`src/hdl/bsa_pkg.sv`:
```
// ----------------------------------------------------------------------------
// bsa_pkg
// shared types and codes for the buffer slot allocator
// ----------------------------------------------------------------------------
`default_nettype none

package bsa_pkg;

   localparam int CAP_WIDTH = 40;
   localparam int ID_WIDTH  = 32;

   localparam logic ACTION_ACQUIRE = 1'b0;
   localparam logic ACTION_RELEASE = 1'b1;

   localparam logic STATUS_OK   = 1'b0;
   localparam logic STATUS_FAIL = 1'b1;

   typedef enum logic {
      ST_IDLE,
      ST_SCAN
   } state_type;

   // request travelling down the slot chain
   typedef struct packed {
      logic                 valid;
      logic                 action;
      logic [CAP_WIDTH-1:0] want;
      logic [ID_WIDTH-1:0]  rel_id;
      logic [ID_WIDTH-1:0]  fresh_id;
      logic                 done;
      logic                 fresh_taken;
      logic [ID_WIDTH-1:0]  granted_id;
      logic [CAP_WIDTH-1:0] granted_cap;
      logic                 reused;
   } probe_type;

endpackage

`default_nettype wire

```
`src/hdl/bsa_cell.sv`:
```
// ----------------------------------------------------------------------------
// bsa_cell
// one buffer slot: busy mark, capacity and id, checked as a request passes by
// ----------------------------------------------------------------------------
`default_nettype none

module bsa_cell
   import bsa_pkg::*;
(
   input  wire logic      clock,
   input  wire logic      reset,
   input  wire probe_type probe_in,
   output probe_type      probe_out
);

   logic                 busy_ff, busy_in;
   logic [CAP_WIDTH-1:0] cap_ff, cap_in;
   logic [ID_WIDTH-1:0]  id_ff, id_in;
   probe_type            probe_ff, probe_fwd_in;

   logic active;
   logic cap_fits;
   logic cap_fresh;
   logic hit_acquire;
   logic hit_release;

   always_comb begin
      active      = probe_in.valid && !probe_in.done;
      cap_fits    = (cap_ff >= probe_in.want);
      cap_fresh   = (cap_ff == '0);
      hit_acquire = active && (probe_in.action == ACTION_ACQUIRE) && !busy_ff &&
                    (cap_fits || cap_fresh);
      hit_release = active && (probe_in.action == ACTION_RELEASE) && busy_ff &&
                    (id_ff == probe_in.rel_id);

      busy_in      = busy_ff;
      cap_in       = cap_ff;
      id_in        = id_ff;
      probe_fwd_in = probe_in;

      if (hit_acquire) begin
         busy_in           = 1'b1;
         probe_fwd_in.done = 1'b1;
         if (cap_fits) begin
            probe_fwd_in.granted_id  = id_ff;
            probe_fwd_in.granted_cap = cap_ff;
            probe_fwd_in.reused      = 1'b1;
         end else begin
            cap_in                   = probe_in.want;
            id_in                    = probe_in.fresh_id;
            probe_fwd_in.granted_id  = probe_in.fresh_id;
            probe_fwd_in.granted_cap = probe_in.want;
            probe_fwd_in.fresh_taken = 1'b1;
         end
      end else if (hit_release) begin
         busy_in           = 1'b0;
         probe_fwd_in.done = 1'b1;
      end
   end

   always_ff @(posedge clock) begin
      if (reset) begin
         busy_ff        <= 1'b0;
         cap_ff         <= '0;
         id_ff          <= '0;
         probe_ff.valid <= 1'b0;
      end else begin
         busy_ff        <= busy_in;
         cap_ff         <= cap_in;
         id_ff          <= id_in;
         probe_ff.valid <= probe_fwd_in.valid;
      end
   end

   always_ff @(posedge clock) begin
      probe_ff.action      <= probe_fwd_in.action;
      probe_ff.want        <= probe_fwd_in.want;
      probe_ff.rel_id      <= probe_fwd_in.rel_id;
      probe_ff.fresh_id    <= probe_fwd_in.fresh_id;
      probe_ff.done        <= probe_fwd_in.done;
      probe_ff.fresh_taken <= probe_fwd_in.fresh_taken;
      probe_ff.granted_id  <= probe_fwd_in.granted_id;
      probe_ff.granted_cap <= probe_fwd_in.granted_cap;
      probe_ff.reused      <= probe_fwd_in.reused;
   end

   assign probe_out = probe_ff;

endmodule

`default_nettype wire

```
`config.mk`:
```
export PLATFORM = sky130hd
export DESIGN_NAME = bsa_cell
export DESIGN_NICKNAME = d
export VERILOG_FILES = /design/src/hdl/bsa_pkg.sv /design/src/hdl/bsa_cell.sv
export SDC_FILE = /design/constraint.sdc
export NUM_CORES = 1
export LEC_CHECK = 0
export BUFFER_PORTS_ARGS = -buffer_cell sky130_fd_sc_hd__buf_2
export CAP_MARGIN = 0
export CORE_ASPECT_RATIO = 2
export CORE_MARGIN = 4
export CORE_UTILIZATION = 30
export CTS_CLUSTER_DIAMETER = 60
export DETAILED_ROUTE_END_ITERATION = 12
export HOLD_SLACK_MARGIN = 0.02
export SETUP_SLACK_MARGIN = 0.3
export SLEW_MARGIN = 5
export SYNTH_ARGS = -nofsm -noshare
export SYNTH_HDL_FRONTEND = slang
export SYNTH_SLANG_ARGS = --single-unit
export TNS_END_PERCENT = 5
```
`constraint.sdc`:
```
create_clock -name clock -period 3.45 [get_ports clock]
set_input_delay 0.69 -clock clock [delete_from_list [all_inputs] [get_ports clock]]
set_output_delay 0.69 -clock clock [all_outputs]
set_load 0.005 [all_outputs]
```
# Word-level counts from Yosys, hierarchy flattened

Cells that the tools add are included.

Magnitude comparators: 1
Equal/unequal tests: 1
Muxes and demuxes: 6
Bitwise operators: 2
Reductions and logical operators: 14

Operator list:

| cell                | number |
|---|---|
| $mux W74            | 1 |
| $mux W72            | 1 |
| $ge A40 B40 Y1      | 1 |
| $logic_not A40 Y1   | 1 |
| $eq A32 B32 Y1      | 1 |
| $logic_and A1 B1 Y1 | 7 |
| $mux W1             | 4 |
| $logic_not A1 Y1    | 2 |
| $not A1 Y1          | 2 |
| $reduce_and A2 Y1   | 1 |
| $reduce_bool A2 Y1  | 1 |
| $reduce_or A2 Y1    | 1 |
| $logic_or A1 B1 Y1  | 1 |

Register bits: 254
Input bits: 183
Output and inout bits: 181
Logic and storage cells: 37

# Depth between registers and ports, before layout

Gate-level depths: netlist of the first run.

Word-level depth: 7
Depth in mapped cells: 11
Depth with buffers taken out: 9

# Least setup slack after synthesis of the first run

Ideal clock, no wire load.

Path kind: input to register
Start: in probe_in[176] in the netlist's numbering
End: reg id_ff[2]
Library setup time: 0.128 ns
Arrival time: 2.678 ns
Required time: 3.322 ns
Setup slack: 0.645 ns
Cell stages on the path: 11
Path buffers: 2
Cell sequence: inv_1 -> ha_1 -> a21o_1 -> a21o_1 -> a221oi_2 -> nand4_1 -> a2111oi_2 -> buf_6 -> buf_12 -> mux2i_1 -> nor2_1

Longest elaborated chain between the ends: 4
Elaborated cells between the ends (all ways): 5
Classes of those cells: order compare (1); bitwise (1); reduce/logical (3)

RTL lines:

| element                                | RTL line       | RTL |
|---|---|---|
| from (decl)                            | bsa_cell.sv:12 | `input wire probe_type probe_in,` |
| $ge A40 B40 Y1 (*)                     | bsa_cell.sv:29 | `cap_fits = (cap_ff >= probe_in.want);` |
| $logic_or A1 B1 Y1                     | bsa_cell.sv:32 | `(cap_fits \|\| cap_fresh);` |
| $logic_and A1 B1 Y1                    | bsa_cell.sv:31 | `hit_acquire = active && (probe_in.action == ACTION_ACQUIRE) && !busy_ff &&` |
| $reduce_and A2 Y1 (no source line) (*) | --             |  |
| to (signal assigned)                   | bsa_cell.sv:70 | `id_ff <= id_in;` |
| to (decl)                              | bsa_cell.sv:18 | `logic [ID_WIDTH-1:0] id_ff, id_in;` |

Mark *: on every way between the ends. The rest lies on a longest branch, timed or not.
A chain may end at the register's enable or synchronous reset.

# Worst setup path after layout of the first run

Start: reg cap_ff[29]
End: reg id_ff[8]

Longest elaborated chain between the ends: 4
Elaborated cells between the ends (all ways): 6
Classes of those cells: order compare (1); bitwise (1); reduce/logical (4)

RTL lines:

| element                                             | RTL line                       | RTL |
|---|---|---|
| from (decl)                                         | bsa_cell.sv:17                 | `logic [CAP_WIDTH-1:0] cap_ff, cap_in;` |
| from (signal assigned)                              | bsa_cell.sv:69                 | `cap_ff <= cap_in;` |
| $ge A40 B40 Y1 or $logic_not A40 Y1 (tied branches) | bsa_cell.sv:29, bsa_cell.sv:30 |  |
| $logic_or A1 B1 Y1                                  | bsa_cell.sv:32                 |  |
| $logic_and A1 B1 Y1                                 | bsa_cell.sv:31                 |  |
| $reduce_and A2 Y1 (no source line) (*)              | --                             |  |

Marks and branches as above.

==> results.txt, run 1 <==
----------------------------------------------------
[Hold path]
  Hold Crit Class ... primary input to register
  WHS Endpoint ... probe_out[112]
  Worst Hold Path Cells ... 1
  Hold wc startpoint ... probe_in[112]

[Critical path]
  Setup CP Type ... register to register
  Largest incremental delay on the critical path ... ~470 ps
  Critical Path AT ... 3320 ps
  Critical path depth in cells ... 10
  Crit path capture type ... register
  Chain of cells forming the critical path ... ha_1 -> a21oi_1 -> o21ai_0 -> a221oi_2 -> nand4_1 -> buf_4 -> a2111oi_4 -> buf_12 -> mux2i_1 -> nor2_1
  Required arrival time at the worst endpoint ... around 3800 ps
  Cell class contributing the biggest share of worst-path delay ... compound AO/OA/AOI/OAI gates
  Source of the worst register-to-register timing path ... cap_ff[29]
  Worst Reg2Reg Path Length in Cells ... 10
  CP Buf/Inv Count ... 2
  Reg-to-reg setup timing slack ... around 520 ps
  Worst path slowest cell ... sky130_fd_sc_hd__a2111oi_4
  Endpoint of the worst register-to-register path ... id_ff[8]
  CP max FO ... 40
  Type of element launching the critical path ... register

[Global routing]
  Global-route congestion overflow total ... 0
  Overall global routing resource usage ... 0.1760
  Global-route wire length before repair ... between 40,000 and 50,000 microns
  Number of antenna violations at the first check in global routing ... 1
  Maximum number of pins on one net before global-route repair ... approximately 120
  Via count of the first global-routing pass ... about 8,500

[CTS]
  TritonCTS clock tree ... done
  Number of buffers on the longest clock path ... 3
  Post-cts gate resize count ... 0
  Clock slew at the register clock pins of the worst setup and hold paths ... ~70 ps
  Total number of clock tree sinks ... between 200 and 300
  CTS Buf Count ... 24
  Clock root buffer ... sky130_fd_sc_hd__clkbuf_16
  Clock insertion delay at the later pin of the skew report ... between 500 and 600 ps
  Post-cts hold buffer count ... 0
  Setup repair bufs after CTS ... 0
  Htree depth ... 1

[STA]
  Final hold violation count ... 0
  Fmax ... about 340 MHz
  Total negative setup slack ... 0 ps
  Setup violation total in the final timing report ... 0
  Clock tree skew after final layout ... 20.69 ps
  Portion of the clock cycle consumed by the worst path in the final layout ... 0.8505
  RSZ-0062 raised after global routing ... false
  Worst setup slack after layout ... 515.6 ps
  Transition time of the tightest slew-check pin ... about 960 ps
  Slew HR ... 0.3603
  Final Max Tran Viols ... 0
  Post-route minimum period ... 2934 ps

[Synthesis]
  Dominant combinational cell family by area after synthesis ... compound AO/OA/AOI/OAI gates
  Ys async rst share ... 0
  Largest area contributor in the synthesized netlist ... sky130_fd_sc_hd__dfxtp_1
  Number of instances in the synthesized netlist ... 962
  Share of synthesized cell area in full adder, half adder and majority cells ... 0.05099
  Count of synthesis-stage warnings from yosys ... 0
  Register area share after synthesis ... 0.5181
  Area fraction of the dominant cell type after synthesis ... 0.5181
  EDFF count, synth ... 0
  Post-Syn Nets ... approximately 1,200
  Area share of xor/xnor cells in the synthesized design ... 0.02856
  Share of the synthesized area in compound gates (AO/OA/AOI/OAI) ... 0.1485
  Proportion of synthesized area in mux cells ... 0.03264
  Register bit total from synthesis ... approximately 250
  Top post-synthesis cells by area ... sky130_fd_sc_hd__dfxtp_1 (52%), sky130_fd_sc_hd__a221oi_2 (9.3%), sky130_fd_sc_hd__nor3_1 (7.5%), sky130_fd_sc_hd__ha_1 (5.1%), sky130_fd_sc_hd__inv_1 (4.3%)
  Most frequently used flop master after synthesis ... sky130_fd_sc_hd__dfxtp_1
  Mean cell area of the mapped netlist ... slightly above 10 sq um
  Summed instance area of the synthesized netlist ... roughly 0.0098 sq mm
  Share of synthesized cell area in and, or, nand and nor gates ... 0.1381
  Distinct cell type count of the synthesized netlist ... about 40

[Layout]
  FF/Latch Area ... about 0.0051 sq mm
  Area added between synthesis and finish ... 31.90%
  Post-route cell area ... between 0.01 and 0.015 sq mm
  Final core utilization ... 0.4016
  Layout fillers ... ~3,300
  Share of layout cells above drive strength 1 ... 0.3712
  Number of diodes ... 0
  Area used by multi-input combinational logic ... between 0.003 and 0.004 sq mm
  Number of nets in the final layout ... ~1,500

[Detailed routing]
  Iteration-0 DRC Markers ... 373
  Via-per-instance ratio ... between 4 and 5
  Count of vias placed by the detailed router ... roughly 8,400
  DRC violation count after routing ... 0
  Remaining antenna violation count ... 0
  Detailed-route wire length ... between 30,000 and 40,000 microns
  Routed length per placed instance ... 18.92 microns
  Pre-Repair DR Iteration Count ... 6

[Flow run]
  Number of violations of the max-capacitance limit ... 0

[Pwr]
  Total power draw ... 10.59 mW
  Worst voltage drop across the vdd grid ... approximately 0.0013 V
  Leak pwr ... approximately 5.8 nW
  Power density over the cells ... just over 800 mW/mm^2

[Die]
  Starting Density ... 0.3045
  Cell Rows ... 93
  Die Area ... 0.03585 sq mm
  Area of the core region ... 0.03223 sq mm
  Die span in x ... 135.9 microns
  Vert. Die Dim ... approximately 260 microns
  Number of top-level pins ... about 360

[Placed design]
  HPWL Detailed ... between 20,000 and 25,000 microns
  Port Buffer Count ... roughly 360
  DP Area ... 0.01209 sq mm
  Pre-CTS WS ... about 45 ps
  Global placement routability congestion ... roughly 0.83

[Run status]
  Result of the run ... completed

----------------------------------------------------
-- worst register-to-register path, stage by stage (launching register included) --
cell and delay (ps):
sky130_fd_sc_hd__dfxtp_1 440, sky130_fd_sc_hd__ha_1 290, sky130_fd_sc_hd__a21oi_1 130, sky130_fd_sc_hd__o21ai_0 220, sky130_fd_sc_hd__a221oi_2 290, sky130_fd_sc_hd__nand4_1 130, sky130_fd_sc_hd__buf_4 180, sky130_fd_sc_hd__a2111oi_4 470
sky130_fd_sc_hd__buf_12 290, sky130_fd_sc_hd__mux2i_1 300, sky130_fd_sc_hd__nor2_1 60
-- kinds of logic (layout without fill, tap and decap cells) --
logic type | Yosys count | count (layout)
flip-flops | 254 | 254
AO/OA/AOI/OAI | 149 | 149
multiplexers | 32 | 32
XOR/XNOR | 32 | 32
buffers and inverters | 177 | 543
AND/OR/NAND/NOR | 278 | 278
adder cells (fa/ha/maj) | 40 | 40
-- final cells by class --
cell class | count | share of cell area
timing repair buffer | 386 | 0.1616
clock buffer | 32 | 0.05113
tap | 427 | 0.04127
clock inverter | 12 | 0.01527
multi-input combinational | 531 | 0.3051
inverter | 113 | 0.03277
sequential | 254 | 0.3928
-- layout by cell type (no fill, tap or decap), types with 2 or more instances in the layout --
cell type	n
sky130_fd_sc_hd__buf_2	362
sky130_fd_sc_hd__dfxtp_1	254
sky130_fd_sc_hd__nor3_1	147
sky130_fd_sc_hd__inv_1	113
sky130_fd_sc_hd__nor2_1	76
sky130_fd_sc_hd__a221oi_2	61
sky130_fd_sc_hd__a21oi_1	52
sky130_fd_sc_hd__ha_1	40
sky130_fd_sc_hd__mux2i_1	32
sky130_fd_sc_hd__xnor2_1	31
sky130_fd_sc_hd__clkbuf_16	25
sky130_fd_sc_hd__nand4_1	16
sky130_fd_sc_hd__buf_4	16
sky130_fd_sc_hd__nand2_1	13
sky130_fd_sc_hd__nor4_1	12
sky130_fd_sc_hd__a221oi_1	12
sky130_fd_sc_hd__buf_12	8
sky130_fd_sc_hd__o21ai_0	7
sky130_fd_sc_hd__clkbuf_1	6
sky130_fd_sc_hd__bufinv_16	5
sky130_fd_sc_hd__nand3_1	4
sky130_fd_sc_hd__a211oi_1	3
sky130_fd_sc_hd__clkinv_2	3
sky130_fd_sc_hd__nor2b_1	2
sky130_fd_sc_hd__nand2b_1	2
sky130_fd_sc_hd__a21o_1	2
sky130_fd_sc_hd__inv_6	2
sky130_fd_sc_hd__clkinvlp_4	2
-- Yosys cell counts, types with 4 or more instances --
cell type and n:
sky130_fd_sc_hd__nor3_1 147, sky130_fd_sc_hd__nor2_1 76, sky130_fd_sc_hd__a221oi_2 61, sky130_fd_sc_hd__buf_2 7
sky130_fd_sc_hd__a221oi_1 12, sky130_fd_sc_hd__buf_4 7, sky130_fd_sc_hd__buf_6 9, sky130_fd_sc_hd__xnor2_1 31
sky130_fd_sc_hd__mux2i_1 32, sky130_fd_sc_hd__nor4_1 12, sky130_fd_sc_hd__nand2_1 13, sky130_fd_sc_hd__inv_1 113
sky130_fd_sc_hd__nand4_1 16, sky130_fd_sc_hd__dfxtp_1 254, sky130_fd_sc_hd__clkbuf_1 35, sky130_fd_sc_hd__ha_1 40
sky130_fd_sc_hd__o21ai_0 7, sky130_fd_sc_hd__a21oi_1 53, sky130_fd_sc_hd__nand3_1 4
-- sequential cells by signal (all words and copies together) (netlist names) --
name,flops
cap_ff,40
id_ff,32
probe_out,181
busy_ff,1
-- per-layer routing --
layer | wire, microns | global-route usage | up-vias | share of wire
met5 | 13 | 0 | - | 0.00039
met4 | 1340 | 0.07527 | 2 | 0.040
met3 | 1732 | 0.02268 | 66 | 0.052
met2 | 18750 | 0.3545 | 283 | 0.56
met1 | 11370 | 0.1728 | 3975 | 0.34
li1 | - | - | 4068 | -
-- worst max path at each step --
stage / from / endpoint / slack, ps
floorplan: probe_in[176] / id_ff[2] / 640
global placement: probe_in[152] / id_ff[24] / 80
detailed placement: probe_in[152] / id_ff[30] / 50
CTS: cap_ff[29] / id_ff[21] / 530
global route: cap_ff[13] / id_ff[8] / 320
finish: cap_ff[29] / id_ff[8] / 520
-- power breakdown --
part	internal [mW]	total [mW]	switching, mW
Clock	1.73	2.93	1.19
Combinational	1.36	3.82	2.46
Sequential	3.51	3.84	0.334
Total	6.60	10.6	3.98
-- per-stage QoR --
step / std cells / hold WS [ps]
3_3_place_gp: 1711 / 457.5
2_1_floorplan: 962 / 445.2
3_5_place_dp: 1711 / 467.5
6_report: 1755 / 285.5
4_1_cts: 1755 / 253.9
5_1_grt: 1755 / 259.9
(Power assumes the default switching activity.)
==> run 2: changes to the inputs <==
PLACE_DENSITY = 0.5   (was not set)
SKIP_LAST_GASP = 1   (was not set)
==> run 2 against run 1 <==
Compared with the run above: clock-buffer cell count decreased by 1; clock skew decreased by 7.2 ps; combinational power increased by 44%; critical endpoint is now id_ff[6]; final area increased by 1.1%; cell count increased by 0.85%; via count decreased by 1.4%; sequential share of layout area decreased by 0.41 points; global-route usage increased by 0.31 points; register-to-register slack got worse by 30 ps; first-iteration DRC count decreased by 42%; largest cell class unchanged; critical path type unchanged.
==> results.txt, run 2 (synthesized netlist as in run 1, its figures left out) <==
----------------------------------------------------
[Placed design]
  Pre-CTS WS ... -4.003 ps
  Port Buffer Count ... 363
  HPWL Detailed ... around 25,000 microns
  Global placement routability congestion ... ~0.77

[STA]
  Portion of the clock cycle consumed by the worst path in the final layout ... 0.8580
  Clock tree skew after final layout ... 13.45 ps
  Transition time of the tightest slew-check pin ... between 900 and 1000 ps
  Hold slack ... between 200 and 300 ps
  RSZ-0062 raised after global routing ... false
  Post-route minimum period ... ~3000 ps
  Slew HR ... 0.3791
  Final hold violation count ... 0
  Total negative setup slack ... 0 ps
  Final Max Tran Viols ... 0
  Worst setup slack after layout ... slightly below 500 ps
  Fmax ... 337.8 MHz
  Setup violation total in the final timing report ... 0

[Critical path]
  Worst Reg2Reg Path Length in Cells ... 9
  Library cell appearing most often on the critical path ... sky130_fd_sc_hd__a21o_1
  Required arrival time at the worst endpoint ... around 3800 ps
  Type of element launching the critical path ... register
  Setup CP Type ... register to register
  Endpoint of the worst register-to-register path ... id_ff[6]
  Critical Path AT ... 3340 ps
  Worst path slowest cell ... sky130_fd_sc_hd__a2111oi_4
  Source of the worst register-to-register timing path ... cap_ff[37]
  Largest incremental delay on the critical path ... 500 ps
  Crit path capture type ... register
  Chain of cells forming the critical path ... ha_1 -> a21o_1 -> a21o_1 -> a221oi_2 -> nand4_1 -> a2111oi_4 -> buf_12 -> mux2i_1 -> nor2_1
  CP max FO ... 44
  Reg-to-reg setup timing slack ... slightly below 500 ps

[CTS]
  Clock slew at the register clock pins of the worst setup and hold paths ... approximately 70 ps
  Number of buffers on the longest clock path ... 3
  Clock root buffer ... sky130_fd_sc_hd__clkbuf_16
  Clock insertion delay at the later pin of the skew report ... around 530 ps
  Total number of clock tree sinks ... between 200 and 300
  Setup repair bufs after CTS ... 0
  TritonCTS clock tree ... done
  Htree depth ... 1
  CTS Buf Count ... 25

[Flow run]
  Number of violations of the max-capacitance limit ... 0

[Die]
  Number of top-level pins ... between 300 and 400
  Area of the core region ... between 0.03 and 0.04 sq mm
  Die Area ... between 0.03 and 0.04 sq mm
  Vert. Die Dim ... roughly 260 microns
  Starting Density ... 0.3045
  Die span in x ... 135.9 microns
  Cell Rows ... just over 90

[Layout]
  Commonest non-fill, non-tap cells in the layout ... sky130_fd_sc_hd__buf_2 (362), sky130_fd_sc_hd__dfxtp_1 (254), sky130_fd_sc_hd__nor3_1 (147)
  Number of nets in the final layout ... ~1,500
  Number of flip-flops under the largest register name ... around 180
  Leading cell type in the layout, fill and taps excluded ... sky130_fd_sc_hd__buf_2
  Share of layout cells above drive strength 1 ... 0.3823
  Area added between synthesis and finish ... 33.29%

[Detailed routing]
  Count of vias placed by the detailed router ... ~8,300
  Via-per-instance ratio ... 4.675
  Pre-Repair DR Iteration Count ... 4
  Iteration-0 DRC Markers ... between 200 and 250
  Remaining antenna violation count ... 0
  DRC violation count after routing ... 0
  Detailed-route wire length ... ~34,000 microns
  Routed length per placed instance ... between 15 and 20 microns

[Global routing]
  Via count of the first global-routing pass ... around 8,500
  Global-route congestion overflow total ... 0
  Maximum number of pins on one net before global-route repair ... 75
  Overall global routing resource usage ... 0.1791
  Number of antenna violations at the first check in global routing ... 1
  Global-route wire length before repair ... 49,560 microns

[Hold path]
  Hold wc startpoint ... probe_in[114]
  Worst Hold Path Cells ... 1
  Hold Crit Class ... primary input to register
  WHS Endpoint ... probe_out[114]

[Pwr]
  Worst voltage drop across the vdd grid ... approximately 0.0018 V
  Leak pwr ... between 5 and 6 nW
  Power density over the cells ... roughly 950 mW/mm^2

[Run status]
  Result of the run ... completed

----------------------------------------------------
[run 2: layout make-up]
| cell class | count | area [sq um] |
|---|---|---|
| multi-input cells | 531 | 3956 |
| clock buffers | 31 | 698.2 |
| well taps | 427 | 534.3 |
| fillers | 3272 | 19150 |
| repair buffers | 401 | 2217 |
| clock inverters | 12 | 163.9 |
| diodes | 1 | 2.502 |
| flip-flops and latches | 254 | 5085 |
| inverters | 113 | 424.2 |
[run 2: timing repair]
action	4_1_cts	5_1_grt
hold buffers	0	0
resized for setup	0	1
endpoints found under the setup margin	0	44
[run 2: worst max-delay path, delay by kind of cell, from the launching register on]
family                   cells  cell delay, ps
flip-flops                   1             400
buffers and inverters        1             320
multiplexers                 1             230
adder cells (fa/ha/maj)      1             280
AND/OR/NAND/NOR              2             370
AO/OA/AOI/OAI                4            1130
[run 2: power breakdown]
group | switching [mW] | leakage [nW] | total, mW | internal, mW
combinational | 3.45 | 3.32 | 5.49 | 2.03
sequential | 0.386 | 2.12 | 4.06 | 3.67
clock | 1.17 | 0.433 | 2.90 | 1.73
total | 5.01 | 5.87 | 12.4 | 7.43
[run 2: worst max path at each step]
stage	start	to
finish	cap_ff[37]	id_ff[6]
global route	cap_ff[37]	id_ff[6]
detailed placement	probe_in[170]	id_ff[9]
global placement	probe_in[176]	id_ff[17]
CTS	cap_ff[18]	id_ff[5]
floorplan	probe_in[176]	id_ff[2]
[run 2: through the flow]
stage / cell area [sq um] / power [mW] / util / std cells
2_1_floorplan: 9814 / 7.420 / - / 962
3_3_place_gp: 12210 / 9.721 / 0.3788 / 1726
3_5_place_dp: 12210 / 9.736 / 0.3788 / 1726
4_1_cts: 13070 / 12.66 / 0.4056 / 1769
5_1_grt: 13080 / 13.19 / 0.4058 / 1770
6_report: 13080 / 12.44 / 0.4058 / 1770
[run 2: routing by layer]
metal / share of wire / global-route usage / wire length (microns)
met1: 0.34 / 0.1702 / 11370
met2: 0.59 / 0.3799 / 19820
met3: 0.050 / 0.02382 / 1689
met4: 0.020 / 0.04963 / 671
met5: 0 / 0 / 0
==> run 3: changes to the inputs <==
clock period = 2.8 ns   (was 3.45 ns; I/O delays follow)
==> run 3 against run 2 <==
Compared with the run above: utilization increased by 3.7 points; critical path depth up 3; wire length increased by 9.2%; clock power is 23% higher; cell count up 4.5%; first-iteration DRC count rose by 59%; critical path type unchanged; setup slack got worse by 320 ps; final area up 9.2%; worst hold slack worse by 140 ps; sequential cell count unchanged; register-to-register slack got worse by 320 ps.
==> results.txt, run 3 (synthesized netlist as in run 1, its figures left out) <==
----------------------------------------------------
[STA]
  Transition time of the tightest slew-check pin ... between 800 and 900 ps
  Final hold violation count ... 0
  Clock tree skew after final layout ... approximately 20 ps
  RSZ-0062 raised after global routing ... true
  Portion of the clock cycle consumed by the worst path in the final layout ... 0.9377
  Post-route minimum period ... 2626 ps
  Setup violation total in the final timing report ... 0
  Fmax ... 380.9 MHz
  Final Max Tran Viols ... 0
  Slew HR ... 0.4102

[Die]
  Cell Rows ... 93
  Starting Density ... 0.3045
  Area of the core region ... ~0.032 sq mm
  Vert. Die Dim ... about 260 microns
  Die Area ... ~0.036 sq mm
  Number of top-level pins ... about 360
  Die span in x ... approximately 140 microns

[Global routing]
  Overall global routing resource usage ... 0.1976
  Maximum number of pins on one net before global-route repair ... 75
  Via count of the first global-routing pass ... 9,319
  Global-route congestion overflow total ... 0
  Global-route wire length before repair ... ~55,000 microns
  Number of antenna violations at the first check in global routing ... 1

[Hold path]
  WHS Endpoint ... probe_out[132]
  Worst Hold Path Cells ... 1
  Hold wc startpoint ... probe_in[132]
  Hold Crit Class ... primary input to register

[Layout]
  Commonest non-fill, non-tap cells in the layout ... sky130_fd_sc_hd__buf_2 (362), sky130_fd_sc_hd__dfxtp_1 (237), sky130_fd_sc_hd__nor3_1 (146)
  Share of layout cells above drive strength 1 ... 0.4539
  Leading cell type in the layout, fill and taps excluded ... sky130_fd_sc_hd__buf_2
  Final core utilization ... 0.4430
  Number of flip-flops under the largest register name ... around 180
  Number of nets in the final layout ... ~1,600
  Area added between synthesis and finish ... 45.50%

[Placed design]
  Port Buffer Count ... about 360
  HPWL Detailed ... roughly 26,000 microns
  Global placement routability congestion ... 0.7998

[Pwr]
  Worst voltage drop across the vdd grid ... 0.001744 V
  Power density over the cells ... roughly 1200 mW/mm^2
  Leak pwr ... approximately 6.4 nW
  Total power draw ... about 17 mW

[Critical path]
  Reg-to-reg setup timing slack ... 170 ps
  Largest incremental delay on the critical path ... ~370 ps
  CP max FO ... 6
  Chain of cells forming the critical path ... ha_4 -> a21oi_2 -> o21ai_2 -> a2111oi_4 -> o21ai_2 -> buf_4 -> a2111oi_4 -> buf_6 -> buf_12 -> buf_16 -> mux2i_1 -> nor2_1
  Type of element launching the critical path ... register
  Crit path capture type ... register
  Setup CP Type ... register to register
  Source of the worst register-to-register timing path ... cap_ff[9]
  Required arrival time at the worst endpoint ... 3190 ps
  Critical Path AT ... 3010 ps
  Worst path slowest cell ... sky130_fd_sc_hd__dfxtp_4
  Endpoint of the worst register-to-register path ... id_ff[11]
  CP Buf/Inv Count ... 4
  Cell class contributing the biggest share of worst-path delay ... compound AO/OA/AOI/OAI gates
  Worst Reg2Reg Path Length in Cells ... 12

[Detailed routing]
  Routed length per placed instance ... around 20 microns
  Remaining antenna violation count ... 0
  Via-per-instance ratio ... 4.735
  DRC violation count after routing ... 0
  Count of vias placed by the detailed router ... just under 9,000
  Detailed-route wire length ... roughly 37,000 microns
  Pre-Repair DR Iteration Count ... 4
  Iteration-0 DRC Markers ... ~340

[CTS]
  Post-cts hold buffer count ... 0
  Htree depth ... 1
  TritonCTS clock tree ... done
  CTS Buf Count ... 24
  Clock slew at the register clock pins of the worst setup and hold paths ... approximately 70 ps
  Clock root buffer ... sky130_fd_sc_hd__clkbuf_16
  Total number of clock tree sinks ... 254
  Number of buffers on the longest clock path ... 3
  Clock insertion delay at the later pin of the skew report ... ~540 ps

[Flow run]
  Number of violations of the max-capacitance limit ... 0

[Run status]
  Result of the run ... completed

----------------------------------------------------
run 3: area by class of cell:
type	count	area [sq um]
diodes	1	2.502
clock buffers	33	685.7
clock inverters	11	170.2
fillers	3154	17950
inverters	113	424.2
multi-input cells	532	4244
flip-flops and latches	254	5121
well taps	427	534.3
repair buffers	478	3098
run 3: timing repair:
action / 4_1_cts / 5_1_grt
buffers inserted: 15 / 0
resized for setup: 66 / 10
cloned: 10 / 2
setup endpoints to repair: 148 / 147
pin swaps: 13 / 6
run 3: metal layers:
layer  up-vias  wire length, microns  global-route usage
met3        72                  1787             0.02325
met4         0                  1668             0.09136
li1       4263                     -                   -
met1      4126                 12410              0.1922
met2       294                 20780              0.3983
met5         -                     0                   0
run 3: stage by stage:
step	TNS (ps)	std cells	setup WS [ps]	hold slack, ps	area (sq um)
CTS	0	1846	195.2	125.2	14180
global placement	-21980	1777	-225.7	461.9	12690
global route	0	1849	4.623	131.6	14280
detailed placement	-27860	1777	-311.3	474.3	12690
finish	0	1849	174.3	151.4	14280
floorplan	0	962	303.6	445.2	9899
run 3: where the power goes:
group          internal [mW]  leakage [nW]  total [mW]  switching (mW)
Clock                   2.10         0.414        3.57            1.47
Combinational           3.31          3.86        7.97            4.65
Sequential              4.53          2.13        5.03           0.494
Total                   9.94          6.40        16.6            6.62
run 3: how the worst max path moves through the flow:
stage                       start             to  slack, ps  depth (start not counted)
CTS                    cap_ff[36]  probe_out[66]        200                          9
finish                  cap_ff[9]      id_ff[11]        170                         12
floorplan           probe_in[151]       id_ff[2]        300                         10
global route           cap_ff[11]      id_ff[12]          5                         12
global placement    probe_in[152]   probe_out[7]       -230                         13
detailed placement  probe_in[173]   probe_out[3]       -310                         10
